===== config.mk =====
export PLATFORM = sky130hd
export DESIGN_NAME = echo_min_seek_head_scanner_top
export DESIGN_NICKNAME = d
export VERILOG_FILES = /design/src/rtl/emss_pkg.sv /design/src/rtl/emss_core.sv /design/src/rtl/echo_min_seek_head_scanner_top.sv
export SDC_FILE = /design/constraint.sdc
export NUM_CORES = 1
export LEC_CHECK = 0
export ABC_AREA = 1
export BUFFER_PORTS_ARGS = -buffer_cell sky130_fd_sc_hd__buf_2
export CAP_MARGIN = 30
export CELL_PAD_IN_SITES_DETAIL_PLACEMENT = 1
export CELL_PAD_IN_SITES_GLOBAL_PLACEMENT = 2
export CORE_UTILIZATION = 34
export CTS_BUF_LIST = sky130_fd_sc_hd__clkbuf_4 sky130_fd_sc_hd__clkbuf_8
export CTS_CLUSTER_DIAMETER = 100
export CTS_CLUSTER_SIZE = 20
export DETAILED_ROUTE_END_ITERATION = 16
export PLACE_DENSITY = 0.89
export SYNTH_ARGS = -nofsm -noshare
export SYNTH_HDL_FRONTEND = slang
export SYNTH_HIERARCHICAL = 1
export SYNTH_SLANG_ARGS = --single-unit

===== constraint.sdc =====
create_clock -name clk -period 9.14 [get_ports clk]
set_input_delay 0.457 -clock clk [delete_from_list [all_inputs] [get_ports clk]]
set_output_delay 0.457 -clock clk [all_outputs]
set_load 0.01 [all_outputs]

===== src/rtl/emss_pkg.sv =====
// shared types, register map and constants for the echo minimum seek head scanner
`default_nettype none

package emss_pkg;

  localparam int DIST_BITS_DEF = 16;
  localparam int ANGLE_LIMIT   = 90;

  localparam int ADDR_BITS = 5;
  localparam int DATA_BITS = 32;

  // 0.1657 mm per us as an unsigned q0.16 factor
  localparam logic [13:0] MM_PER_US_Q16 = 14'd10859;

  localparam logic [15:0] NO_ECHO_RST      = 16'd10000;
  localparam logic [6:0]  SPAN_RST         = 7'd10;
  localparam logic [13:0] VARIATION_RST    = 14'd50;
  localparam logic [15:0] SACCADE_TICK_RST = 16'd200;
  localparam logic [15:0] MONITOR_TICK_RST = 16'd1000;

  typedef enum logic [2:0] {
    REG_NO_ECHO       = 3'd0,
    REG_SACCADE_SPAN  = 3'd1,
    REG_VARIATION     = 3'd2,
    REG_SACCADE_TICKS = 3'd3,
    REG_MONITOR_TICKS = 3'd4
  } reg_idx_t;

  typedef struct packed {
    logic [15:0] no_echo_mm;
    logic [6:0]  saccade_span;
    logic [13:0] monitor_variation;
    logic [15:0] saccade_ticks;
    logic [15:0] monitor_ticks;
  } cfg_t;

  typedef struct packed {
    logic [13:0] echo_width_us;
    logic        start_request;
  } in_item_t;

  typedef struct packed {
    logic signed [7:0] angle_out;
    logic              aligning;
    logic [15:0]       nearest_mm;
    logic              nearest_valid;
    logic [15:0]       latest_mm;
    logic              jump_seen;
    logic              sampled;
  } out_item_t;

endpackage

`default_nettype wire


===== src/rtl/emss_core.sv =====
// scan state and single-pass update for one tick transaction
`default_nettype none

module emss_core
  import emss_pkg::*;
#(
  parameter int DIST_BITS = DIST_BITS_DEF
) (
  input  wire logic      clk,
  input  wire logic      rst,
  input  wire logic      accept,
  input  wire in_item_t  in_data,
  input  wire cfg_t      cfg,
  output out_item_t      res
);

  localparam int CW = (DIST_BITS > 15) ? DIST_BITS : 15;
  localparam logic signed [7:0] LIM     = 8'(ANGLE_LIMIT);
  localparam logic signed [7:0] NEG_LIM = 8'(-ANGLE_LIMIT);
  localparam logic signed [8:0] LIM9    = 9'(ANGLE_LIMIT);
  localparam logic signed [8:0] NEG_LIM9 = 9'(-ANGLE_LIMIT);
  localparam logic [DIST_BITS-1:0] NE_RST = DIST_BITS'(NO_ECHO_RST);

  logic [DIST_BITS-1:0] reading_now, reading_before, reading_oldest, nearest_latched;
  logic [DIST_BITS-1:0] now_next, before_next, oldest_next, nearest_next;
  logic signed [7:0]    head_pos, pos_next;
  logic [7:0]           head_step, step_next;
  logic [1:0]           scan_count, count_next;
  logic                 scan_active, active_next;
  logic                 jump_flag, jump_next;
  logic [15:0]          wait_left, wait_next;

  logic [DIST_BITS-1:0] ne;
  logic [27:0]          prod;
  logic [11:0]          mm_raw;
  logic [DIST_BITS-1:0] mm;
  logic [1:0]           count_inc;
  logic                 jump_hit, stray, going_down, at_hi, at_lo;
  logic [7:0]           span8;
  logic [7:0]           step_use;
  logic signed [8:0]    pos_sum;
  logic                 do_move, do_begin, do_finish, sampled;
  logic [DIST_BITS-1:0] found;

  function automatic logic beyond(input logic [DIST_BITS-1:0] a,
                                  input logic [DIST_BITS-1:0] b,
                                  input logic [14:0] lim);
    logic [DIST_BITS-1:0] d;
    d = (a > b) ? a - b : b - a;
    return CW'(d) > CW'(lim);
  endfunction

  assign ne     = DIST_BITS'(cfg.no_echo_mm);
  assign prod   = 28'(in_data.echo_width_us) * 28'(MM_PER_US_Q16);
  assign mm_raw = prod[27:16];
  assign mm     = (mm_raw == 12'd0) ? ne : DIST_BITS'(mm_raw);

  assign count_inc = (scan_count < 2'd2) ? scan_count + 2'd1 : scan_count;
  assign span8     = {1'b0, cfg.saccade_span};
  assign at_hi     = head_pos >= LIM;
  assign at_lo     = head_pos <= NEG_LIM;

  // comparisons below see the history as it stands after the shift
  assign jump_hit = beyond(mm, reading_now, {cfg.monitor_variation, 1'b0}) &&
                    beyond(mm, reading_before, {cfg.monitor_variation, 1'b0});
  assign stray    = beyond(mm, nearest_latched, {1'b0, cfg.monitor_variation}) &&
                    beyond(reading_now, nearest_latched, {1'b0, cfg.monitor_variation});
  assign going_down = (mm < reading_now) ||
                      (mm == ne && reading_now == ne && reading_before == ne);

  assign pos_sum = 9'(head_pos) + 9'(signed'(step_use));

  always_comb begin
    now_next     = reading_now;
    before_next  = reading_before;
    oldest_next  = reading_oldest;
    nearest_next = nearest_latched;
    pos_next     = head_pos;
    count_next   = scan_count;
    active_next  = scan_active;
    jump_next    = jump_flag;
    wait_next    = wait_left;
    step_use     = head_step;
    do_move      = 1'b0;
    do_begin     = 1'b0;
    do_finish    = 1'b0;
    sampled      = 1'b0;
    found        = mm;
    if (accept) begin
      if (in_data.start_request) begin
        do_begin = 1'b1;
      end else if (wait_left != 16'd0) begin
        wait_next = wait_left - 16'd1;
      end else begin
        sampled     = 1'b1;
        oldest_next = reading_before;
        before_next = reading_now;
        now_next    = mm;
        if (scan_active) begin
          count_next = count_inc;
          wait_next  = cfg.saccade_ticks;
          if (jump_hit) begin
            jump_next = 1'b1;
          end
          if (going_down) begin
            if (at_hi || at_lo) begin
              if (count_inc > 2'd1) begin
                do_finish = 1'b1;
                found     = mm;
              end else begin
                // bounce off the limit back toward the middle
                step_use = at_hi ? 8'd0 - span8 : span8;
                do_move  = 1'b1;
              end
            end else begin
              do_move = 1'b1;
            end
          end else begin
            // distance did not fall: turn around, previous reading may be the minimum
            step_use = 8'd0 - head_step;
            do_move  = 1'b1;
            if (reading_before >= reading_now && count_inc >= 2'd2 && reading_now < ne) begin
              do_finish = 1'b1;
              found     = reading_now;
            end
          end
        end else begin
          wait_next = cfg.monitor_ticks;
          if (stray) begin
            do_begin = 1'b1;
          end
        end
      end
    end
    step_next = step_use;
    if (do_move) begin
      if (pos_sum > LIM9) begin
        pos_next = LIM;
      end else if (pos_sum < NEG_LIM9) begin
        pos_next = NEG_LIM;
      end else begin
        pos_next = pos_sum[7:0];
      end
    end
    if (do_finish) begin
      nearest_next = found;
      active_next  = 1'b0;
      wait_next    = cfg.monitor_ticks;
    end
    if (do_begin) begin
      active_next = 1'b1;
      now_next    = ne;
      before_next = ne;
      step_next   = 8'd0 - head_step;
      count_next  = 2'd0;
      wait_next   = cfg.saccade_ticks;
    end
  end

  always_ff @(posedge clk) begin
    if (rst) begin
      reading_now     <= NE_RST;
      reading_before  <= NE_RST;
      reading_oldest  <= NE_RST;
      nearest_latched <= NE_RST;
      head_pos        <= 8'sd0;
      head_step       <= 8'(SPAN_RST);
      scan_count      <= 2'd0;
      scan_active     <= 1'b0;
      jump_flag       <= 1'b0;
      wait_left       <= 16'd0;
    end else if (accept) begin
      reading_now     <= now_next;
      reading_before  <= before_next;
      reading_oldest  <= oldest_next;
      nearest_latched <= nearest_next;
      head_pos        <= pos_next;
      head_step       <= step_next;
      scan_count      <= count_next;
      scan_active     <= active_next;
      jump_flag       <= jump_next;
      wait_left       <= wait_next;
    end
  end

  always_comb begin
    res.angle_out     = pos_next;
    res.aligning      = active_next;
    res.nearest_mm    = 16'(nearest_next);
    res.nearest_valid = nearest_next < ne;
    res.latest_mm     = 16'(now_next);
    res.jump_seen     = jump_next;
    res.sampled       = sampled;
  end

  a_jump_sticky: assert property (@(posedge clk) disable iff (rst)
    !rst && jump_flag |=> jump_flag)
    else $error("jump flag cleared outside reset");

  a_start_begins: assert property (@(posedge clk) disable iff (rst)
    !rst && accept && in_data.start_request |=>
      scan_active && scan_count == 2'd0 && wait_left == $past(cfg.saccade_ticks))
    else $error("start transaction did not begin a scan");

  a_countdown: assert property (@(posedge clk) disable iff (rst)
    !rst && accept && !in_data.start_request && wait_left != 16'd0 |=>
      wait_left == $past(wait_left) - 16'd1 && $stable(head_pos))
    else $error("countdown tick changed more than the counter");

  a_idle_hold: assert property (@(posedge clk) disable iff (rst)
    !rst && !accept |=> $stable(head_pos) && $stable(wait_left) && $stable(reading_now))
    else $error("state moved without a transaction");

  a_head_range: assert property (@(posedge clk) disable iff (rst)
    !rst && accept && do_move |=> head_pos <= LIM && head_pos >= NEG_LIM)
    else $error("head angle beyond limit");

endmodule

`default_nettype wire


===== src/rtl/echo_min_seek_head_scanner_top.sv =====
// Echo minimum seek head scanner. Each input transaction is one millisecond tick
// with the latest echo width and a start request; each one yields exactly one
// result transaction carrying the head angle, scan status, latched nearest
// distance, latest reading, jump flag and whether a measurement was taken.
// A tick is processed in the cycle it is accepted and its result is registered
// into the output register or skid; a new tick is accepted every cycle while
// in_stall is low. Results sit in a two-entry output buffer (output register
// plus skid), so in_stall rises only when both entries hold results not yet
// taken. Registers are written through the APB-style port at byte addresses 4*i
// and read back the same way; write them only while no transaction is in flight.
`default_nettype none

module echo_min_seek_head_scanner_top
  import emss_pkg::*;
#(
  parameter int DIST_BITS = DIST_BITS_DEF
) (
  input  wire logic                 clk,
  input  wire logic                 rst,
  input  wire logic                 in_valid,
  output logic                      in_stall,
  input  wire in_item_t             in_data,
  output logic                      out_valid,
  input  wire logic                 out_stall,
  output out_item_t                 out_data,
  input  wire logic                 psel,
  input  wire logic                 penable,
  input  wire logic                 pwrite,
  input  wire logic [ADDR_BITS-1:0] paddr,
  input  wire logic [DATA_BITS-1:0] pwdata,
  output logic [DATA_BITS-1:0]      prdata,
  output logic                      pready
);

  cfg_t      cfg;
  reg_idx_t  reg_idx;
  logic      wr_en;
  logic      accept, pop;
  out_item_t res;
  out_item_t main_data, skid_data;
  logic      main_valid, skid_valid;

  assign pready  = 1'b1;
  assign wr_en   = psel && penable && pwrite;
  assign reg_idx = reg_idx_t'(paddr[4:2]);

  always_ff @(posedge clk) begin
    if (rst) begin
      cfg.no_echo_mm        <= NO_ECHO_RST;
      cfg.saccade_span      <= SPAN_RST;
      cfg.monitor_variation <= VARIATION_RST;
      cfg.saccade_ticks     <= SACCADE_TICK_RST;
      cfg.monitor_ticks     <= MONITOR_TICK_RST;
    end else if (wr_en) begin
      unique case (reg_idx)
        REG_NO_ECHO:       cfg.no_echo_mm        <= pwdata[15:0];
        REG_SACCADE_SPAN:  cfg.saccade_span      <= pwdata[6:0];
        REG_VARIATION:     cfg.monitor_variation <= pwdata[13:0];
        REG_SACCADE_TICKS: cfg.saccade_ticks     <= pwdata[15:0];
        REG_MONITOR_TICKS: cfg.monitor_ticks     <= pwdata[15:0];
        default: ;
      endcase
    end
  end

  always_comb begin
    unique case (reg_idx)
      REG_NO_ECHO:       prdata = DATA_BITS'(cfg.no_echo_mm);
      REG_SACCADE_SPAN:  prdata = DATA_BITS'(cfg.saccade_span);
      REG_VARIATION:     prdata = DATA_BITS'(cfg.monitor_variation);
      REG_SACCADE_TICKS: prdata = DATA_BITS'(cfg.saccade_ticks);
      REG_MONITOR_TICKS: prdata = DATA_BITS'(cfg.monitor_ticks);
      default:           prdata = '0;
    endcase
  end

  assign in_stall  = skid_valid;
  assign accept    = in_valid && !in_stall;
  assign out_valid = main_valid;
  assign out_data  = main_data;
  assign pop       = main_valid && !out_stall;

  emss_core #(
    .DIST_BITS (DIST_BITS)
  ) u_core (
    .clk     (clk),
    .rst     (rst),
    .accept  (accept),
    .in_data (in_data),
    .cfg     (cfg),
    .res     (res)
  );

  // skid only fills when the output register is held by a stall
  always_ff @(posedge clk) begin
    if (rst) begin
      main_valid <= 1'b0;
      skid_valid <= 1'b0;
    end else if (skid_valid) begin
      if (pop) begin
        skid_valid <= 1'b0;
      end
    end else if (accept) begin
      if (!main_valid || pop) begin
        main_valid <= 1'b1;
      end else begin
        skid_valid <= 1'b1;
      end
    end else if (pop) begin
      main_valid <= 1'b0;
    end
  end

  always_ff @(posedge clk) begin
    if (skid_valid) begin
      if (pop) begin
        main_data <= skid_data;
      end
    end else if (accept) begin
      if (!main_valid || pop) begin
        main_data <= res;
      end else begin
        skid_data <= res;
      end
    end
  end

endmodule

`default_nettype wire


# [Word-level counts from Yosys, hierarchy flattened]
# Index checks and enable logic that the tools add are counted.
[classes] multipliers=1 n_eq_ne=12 magnitude_cmp=19 n_bitwise=2 mux=80 add_sub_neg=13 n_reduce_logical=34
[ops] cell="16-bit two-way mux" count=23
[ops] cell="44-bit two-way mux" count=4
[ops] cell="16-bit subtractor" count=8
[ops] cell="8-bit two-way mux" count=12
[ops] cell="16-bit case mux with 5 select lines" count=1
[ops] cell="16-bit greater-than comparator" count=4
[ops] cell="16-bit == test" count=3
[ops] cell="16-bit less-than comparator" count=3
[ops] cell="1-bit two-way mux" count=35
[ops] cell="16-bit by 14-bit greater-than comparator with 1-bit output" count=2
[ops] cell="16-bit by 15-bit greater-than comparator with 1-bit output" count=2
[ops] cell="14-bit by 14-bit multiplier with 28-bit output, second input constant" count=1
[ops] cell="16-bit greater-or-equal comparator" count=1
[ops] cell="16-bit nonzero test" count=1
[ops] cell="16-bit by 1-bit subtractor with 16-bit output, second input constant" count=1
[ops] cell="12-bit logical NOT" count=1
[ops] cell="2-bit AND reduction" count=6
[ops] cell="3-bit AND reduction" count=4
[ops] cell="1-bit logical AND" count=10
[ops] cell="2-bit two-way mux" count=5
[ops] cell="8-bit by 8-bit adder with 9-bit output" count=1
[ops] cell="9-bit by 8-bit greater-than comparator with 1-bit output, second input constant" count=1
[ops] cell="9-bit by 8-bit less-than comparator with 1-bit output, second input constant" count=1
[ops] cell="8-bit greater-or-equal comparator, second input constant" count=1
[ops] cell="19 further kinds" count=30
[word_totals] inputBits=59 out_inout_bits=79 register_bits=243 wordCells=191

# [Depth between registers and ports, before layout]
[depth] depth_word=20 ltp_mapped=65 ltp_nobuf=62

# [Hierarchy]
# The synthesis kept the hierarchy.
[modules_own_cells] mod="emss_core" instances=1 cells_each=2727 area_each_um2=18210.0 seq_area_each_um2=1681.6
[modules_own_cells] mod="echo_min_seek_head_scanner_top" instances=1 cells_each=810 area_each_um2=6775.2 seq_area_each_um2=4063.9

# [Least setup slack after synthesis]
# OpenSTA, ideal clock, no wires.
[synth_path] path_kind="input to register" startpoint="input port in_data[5] (netlist name)" endpoint="register main_data, in the netlist out_data[35], data pin" slack_ns=-0.461 path_buffers=5 arrival_time_ns=9.348 setup_time_ns=0.253 path_stages=61 required_ns=8.887 path_cell_list="ha_1 inv_1 fa_1 fa_1 inv_1 fa_1 inv_1 fa_1 inv_1 ha_1 ha_1 nand2_1 inv_1 nand2_1 nand2_1 o21bai_2 nand2_1 nand3_1 [... 25 more ...] ha_1 nand2_1 nor3_1 nand4_1 o21ai_0 o21ai_1 a21oi_1 nand3_1 o211ai_1 nand2_1 inv_1 nor2_1 inv_2 clkbuf_1 nand2_1 buf_4 nand2_1 nand2_1"
[synth_between] elab_chain_cells=17 elab_cells_between_ends=29 cone_classes="2 x add/sub; 1 x mul; 3 x order compare; 1 x eq/ne; 17 x mux; 5 x reduce/logical"
[synth_rtl] item="start: declaration" line="echo_min_seek_head_scanner_top.sv:22" rtl="input wire in_item_t in_data,"
[synth_rtl] item="14-bit by 14-bit multiplier with 28-bit output *" line="emss_core.sv:54" rtl="assign prod = 28'(in_data.echo_width_us) * 28'(MM_PER_US_Q16);"
[synth_rtl] item="12-bit logical NOT" line="emss_core.sv:56" rtl="assign mm = (mm_raw == 12'd0) ? ne : DIST_BITS'(mm_raw);"
[synth_rtl] item="16-bit two-way mux *" line="emss_core.sv:56"
[synth_rtl] item="branches (longest 10 deep; another with 16-bit subtractor)"
[synth_rtl] item="1-bit two-way mux *" line="emss_core.sv:150" rtl="if (do_begin) begin"
[synth_rtl] item="via u_core.active_next" line="emss_core.sv:29" rtl="logic scan_active, active_next;"
[synth_rtl] item="44-bit two-way mux *" line="echo_min_seek_head_scanner_top.sv:120" rtl="if (!main_valid || pop) begin"
[synth_rtl] item="44-bit two-way mux *" line="echo_min_seek_head_scanner_top.sv:119" rtl="end else if (accept) begin"
[synth_rtl] item="44-bit two-way mux *" line="echo_min_seek_head_scanner_top.sv:115" rtl="if (skid_valid) begin"
[synth_rtl] item="end signal: assignment" line="echo_min_seek_head_scanner_top.sv:117" rtl="main_data <= skid_data;"
[synth_rtl] item="end signal: assignment" line="echo_min_seek_head_scanner_top.sv:121" rtl="main_data <= res;"
[synth_rtl] item="end: declaration" line="echo_min_seek_head_scanner_top.sv:40" rtl="out_item_t main_data, skid_data;"
# Mark *: on every way through the listed nets, which the timed path passes. The select of a mux whose other input is x is not followed.
# A chain may end at the register's enable or synchronous reset.

==> summary.md <==
| Metric | Value |
|---|---|
| Min setup slack post-route | `-0.3038 ns` |
| I/O pin total | `138` |
| Tot GR Track Use | `27.88%` |
| Sequential area share after synthesis | `23.00%` |
| HP Start | `pwdata[8]` |
| Min Clock Period, post-route | `9.444 ns` |
| Post-DRT Antenna Nets | `0` |
| 1st-iter DRT viols | `1662` |
| Synth warn | `6` |
| Most frequent cell on the critical path | `nand2_1` |
| Cell area after synthesis | `24990 um^2` |
| Gr ovfl total | `0` |
| Hold depth | `3` |
| Synthesis-to-finish area growth | `29.33%` |
| Crit-path slowest cell | `fa_1` |
| Flop2flop setup slack | `2.21 ns` |
| Unrepaired setup endpoints after global routing | `yes` |
| Initial Utilization | `34.30%` |
| Top FF cell, synth | `dfxtp_1` |
| Die X | `273.1 um` |
| Clock sinks | `243` |
| Hold Crit Class | `primary input to flip-flop` |
| Setup crit start kind | `primary input` |
| Synth top area cells | `ha_1 18%, nand2_1 14%, dfxtp_1 12%` |
| Final Net Count | `4560` |
| Port Buffer Count | `102` |
| CTS buffer count | `16` |
| Root cell of the clock tree | `clkbuf_8` |
| Post-synth EDFFs | `88` |
| Asr flop ratio synth | `0%` |
| Full die area | `74570 um^2` |
| Synth area leader | `ha_1` |
| Vias per cell | `5.312` |
| Multiplexer share of the synthesized area | `0.4006%` |
| Filler Cell Count | `9254` |
| Violated checks | `negative setup slack` |
| Crit. End Element | `flip-flop` |
| Largest net degree at the start of global routing | `70` |
| Worst endpoint required time | `9.47 ns` |
| Rows | `99` |
| Hold buffer count at CTS | `0` |
| Area of the multi-input gates | `18220 um^2` |
| Post-DP HPWL | `84240 um` |
| Synth unique cells | `71` |
| Least-Margin Pin Slew | `0.9359 ns` |
| WHS Endpoint | `cfg[8]$_SDFFE_PP1P_` |
| Yosys reg bits | `243` |
| Outcome | `finished with violations` |
| Post-route insts no fill | `5046` |
| Max cap viols | `0` |
| FMAX | `0.1059 GHz` |
| Pre-antenna DRT Iters | `5` |
| R2R cell count | `32` |
| CTS max path bufs | `3` |
| Fraction of layout cells with a size suffix above 1 | `25.35%` |
| Clock Skews | `0.03180 ns` |
| Initial antenna violation count | `4` |
| # H-tree levels | `1` |
| Gpl congestion | `1.017` |
| Crit Reg-Reg Startpoint | `u_core/reading_now[0]$_SDFFE_PP0P_` |
| CTS tree | `yes` |
| Area share of fa/ha/maj cells after synthesis | `23.17%` |
| Vias in the first global route | `27390` |
| CP Class | `primary input to flip-flop` |
| Max stage delay on crit path | `0.59 ns` |
| Worst slew margin relative to its limit | `37.54%` |
| First-pass GRT wire length | `161100 um` |
| Worst R2R End | `out_data[9]$_DFFE_PP_` |
| Post-Synth Simple-Gate Area | `24.97%` |
| Final Hold Fails | `0` |
| WL final | `110100 um` |
| Main combinational cell family by area after synthesis | `simple AND/OR/NAND/NOR gates` |
| WL/cell | `21.83 um` |
| Die Y-Extent | `273.1 um` |
| Area of the core | `72830 um^2` |
| Worst-skew pair later-pin latency | `0.58 ns` |
| Crit path DAT | `9.78 ns` |
| Count of final max-slew check failures | `0` |
| Clock transition at path regs | `0.14 ns` |
| Register Area | `5746 um^2` |
| Mapped Cells | `3537` |
| Fraction of synthesized cell area in xor and xnor cells | `2.910%` |
| CP Max Fanout | `8` |
| Final period utilization | `103.3%` |
| Synth top area share | `17.88%` |
| Compound-Gate Fraction of Synth Area | `14.37%` |
| Post-Place Cells | `4945` |
| DR DRC count | `0` |
| Setup-failing EPs final | `91` |
| Vias after detailed routing | `26800` |
| Synth Area per Inst | `7.064 um^2` |
-- placed cells by master (no fill, tap or decap), types with 32 or more instances in the layout --
| cell type | synthesis | layout |
|---|---|---|
| nand2_1 | 902 | 820 |
| inv_1 | 564 | 526 |
| buf_4 | 29 | 480 |
| ha_1 | 357 | 302 |
| nor2_1 | 275 | 242 |
| a21oi_1 | 220 | 182 |
| dfxtp_1 | 155 | 155 |
| nand3_1 | 163 | 148 |
| o21ai_0 | 143 | 115 |
| buf_2 | 23 | 96 |
| edfxtp_1 | 88 | 88 |
| nand2_2 | 6 | 72 |
| o211ai_1 | 66 | 66 |
| inv_2 | 22 | 56 |
| fa_1 | 66 | 56 |
| xor2_1 | 57 | 54 |
| ha_4 | 0 | 49 |
| nand4_1 | 37 | 37 |
| nor3_1 | 36 | 32 |
-- through the flow --
step	hold WS [ns]	setup TNS, ns	instance area (um^2)	setup slack [ns]	util, %
5_1_grt	0.1443	-51.86	32310	-0.6589	44.36
4_1_cts	0.1084	0	31070	0.002936	42.66
6_report	0.1405	-13.01	32310	-0.3038	44.37
3_3_place_gp	0.4438	-95.69	29590	-1.017	40.63
3_5_place_dp	0.4551	-135.95	29630	-1.384	40.69
2_1_floorplan	0.4359	0	25110	0.02506	-
-- final cells by class --
class,count,share of cell area (%)
well taps,959,3.713
clock inverters,3,0.06970
inverters,591,6.954
multi-input cells,2611,56.40
diodes,1,0.007744
clock buffers,23,0.8635
repair inverters,2,0.05034
repair buffers,613,14.16
flip-flops and latches,243,17.78
-- routing by layer --
layer / track usage (%) / wire length (um)
met3: 2.900 / 5385
met1: 34.96 / 45930
met4: 11.41 / 5766
met2: 48.51 / 53050
met5: 0 / 10
-- registers in the layout, indices dropped and copies added (netlist names) --
signal,flops
u_core/head_pos,8
u_core/wait_left,16
u_core/reading_now,16
out_valid,1
u_core/scan_count,2
u_core/head_step,8
u_core/scan_active,1
skid_data,44
cfg,69
in_stall,1
u_core/reading_before,16
out_data,44
u_core/nearest_latched,16
u_core/jump_flag,1
-- cell families (layout without fill, tap and decap cells) --
group           count (synthesis)  after routing
compound gates                593            593
xor+xnor                       83             83
flops                         243            243
simple gates                 1485           1485
mux                            10             10
buf+inv                       698           1232
other cells                     2             18
fa+ha+maj                     423            423
-- critical path, delay by kind of cell --
family	cells	cell delay, ns
simple gates	27	2.95
fa+ha+maj	9	3.36
xor+xnor	1	0.17
buf+inv	11	1.12
compound gates	12	1.67
-- worst max path at each step --
stage	from	endpoint	slack (ns)
2_1_floorplan	in_data[5]	out_data[36]$_DFFE_PP_	0.03
3_3_place_gp	in_data[6]	out_data[6]$_DFFE_PP_	-1.02
3_5_place_dp	in_data[5]	out_data[15]$_DFFE_PP_	-1.38
4_1_cts	in_data[4]	out_data[7]$_DFFE_PP_	0.003
5_1_grt	in_data[2]	out_data[9]$_DFFE_PP_	-0.66
6_report	in_data[8]	out_data[9]$_DFFE_PP_	-0.30
-- synthesized netlist by cell type, types with 5 or more instances --
master,count
nor3_1,36
nor4_1,12
buf_2,23
nand2_1,902
a221oi_1,12
o221a_2,5
a21oi_1,220
ha_1,357
a21o_1,6
dfxtp_1,155
clkbuf_1,43
o21ai_2,5
edfxtp_1,88
o211ai_1,66
fa_1,66
o221ai_1,15
a211oi_1,9
nand3_1,163
o2111ai_1,7
nor2_2,10
inv_2,22
o21ai_0,143
a221o_1,8
buf_4,29
nand3b_1,7
xor2_1,57
a31oi_1,25
inv_1,564
mux2i_1,10
nand2_2,6
nor2_1,275
nor2_4,8
buf_1,8
nand4_1,37
o21ai_1,12
o22ai_1,15
or2_1,6
o21a_1,16
or2_2,5
xnor2_1,26
o21bai_1,6
-- repair_timing --
item                       in CTS  in global routing
cloned                          2                  0
setup buffers                  42                 33
pin swaps                      77                162
gates resized for setup       182                254
setup endpoints to repair     119                121
Power is left out: the tool's default activity adds up to more than one toggle a clock period on the data nets, which glitch-free logic cannot reach.
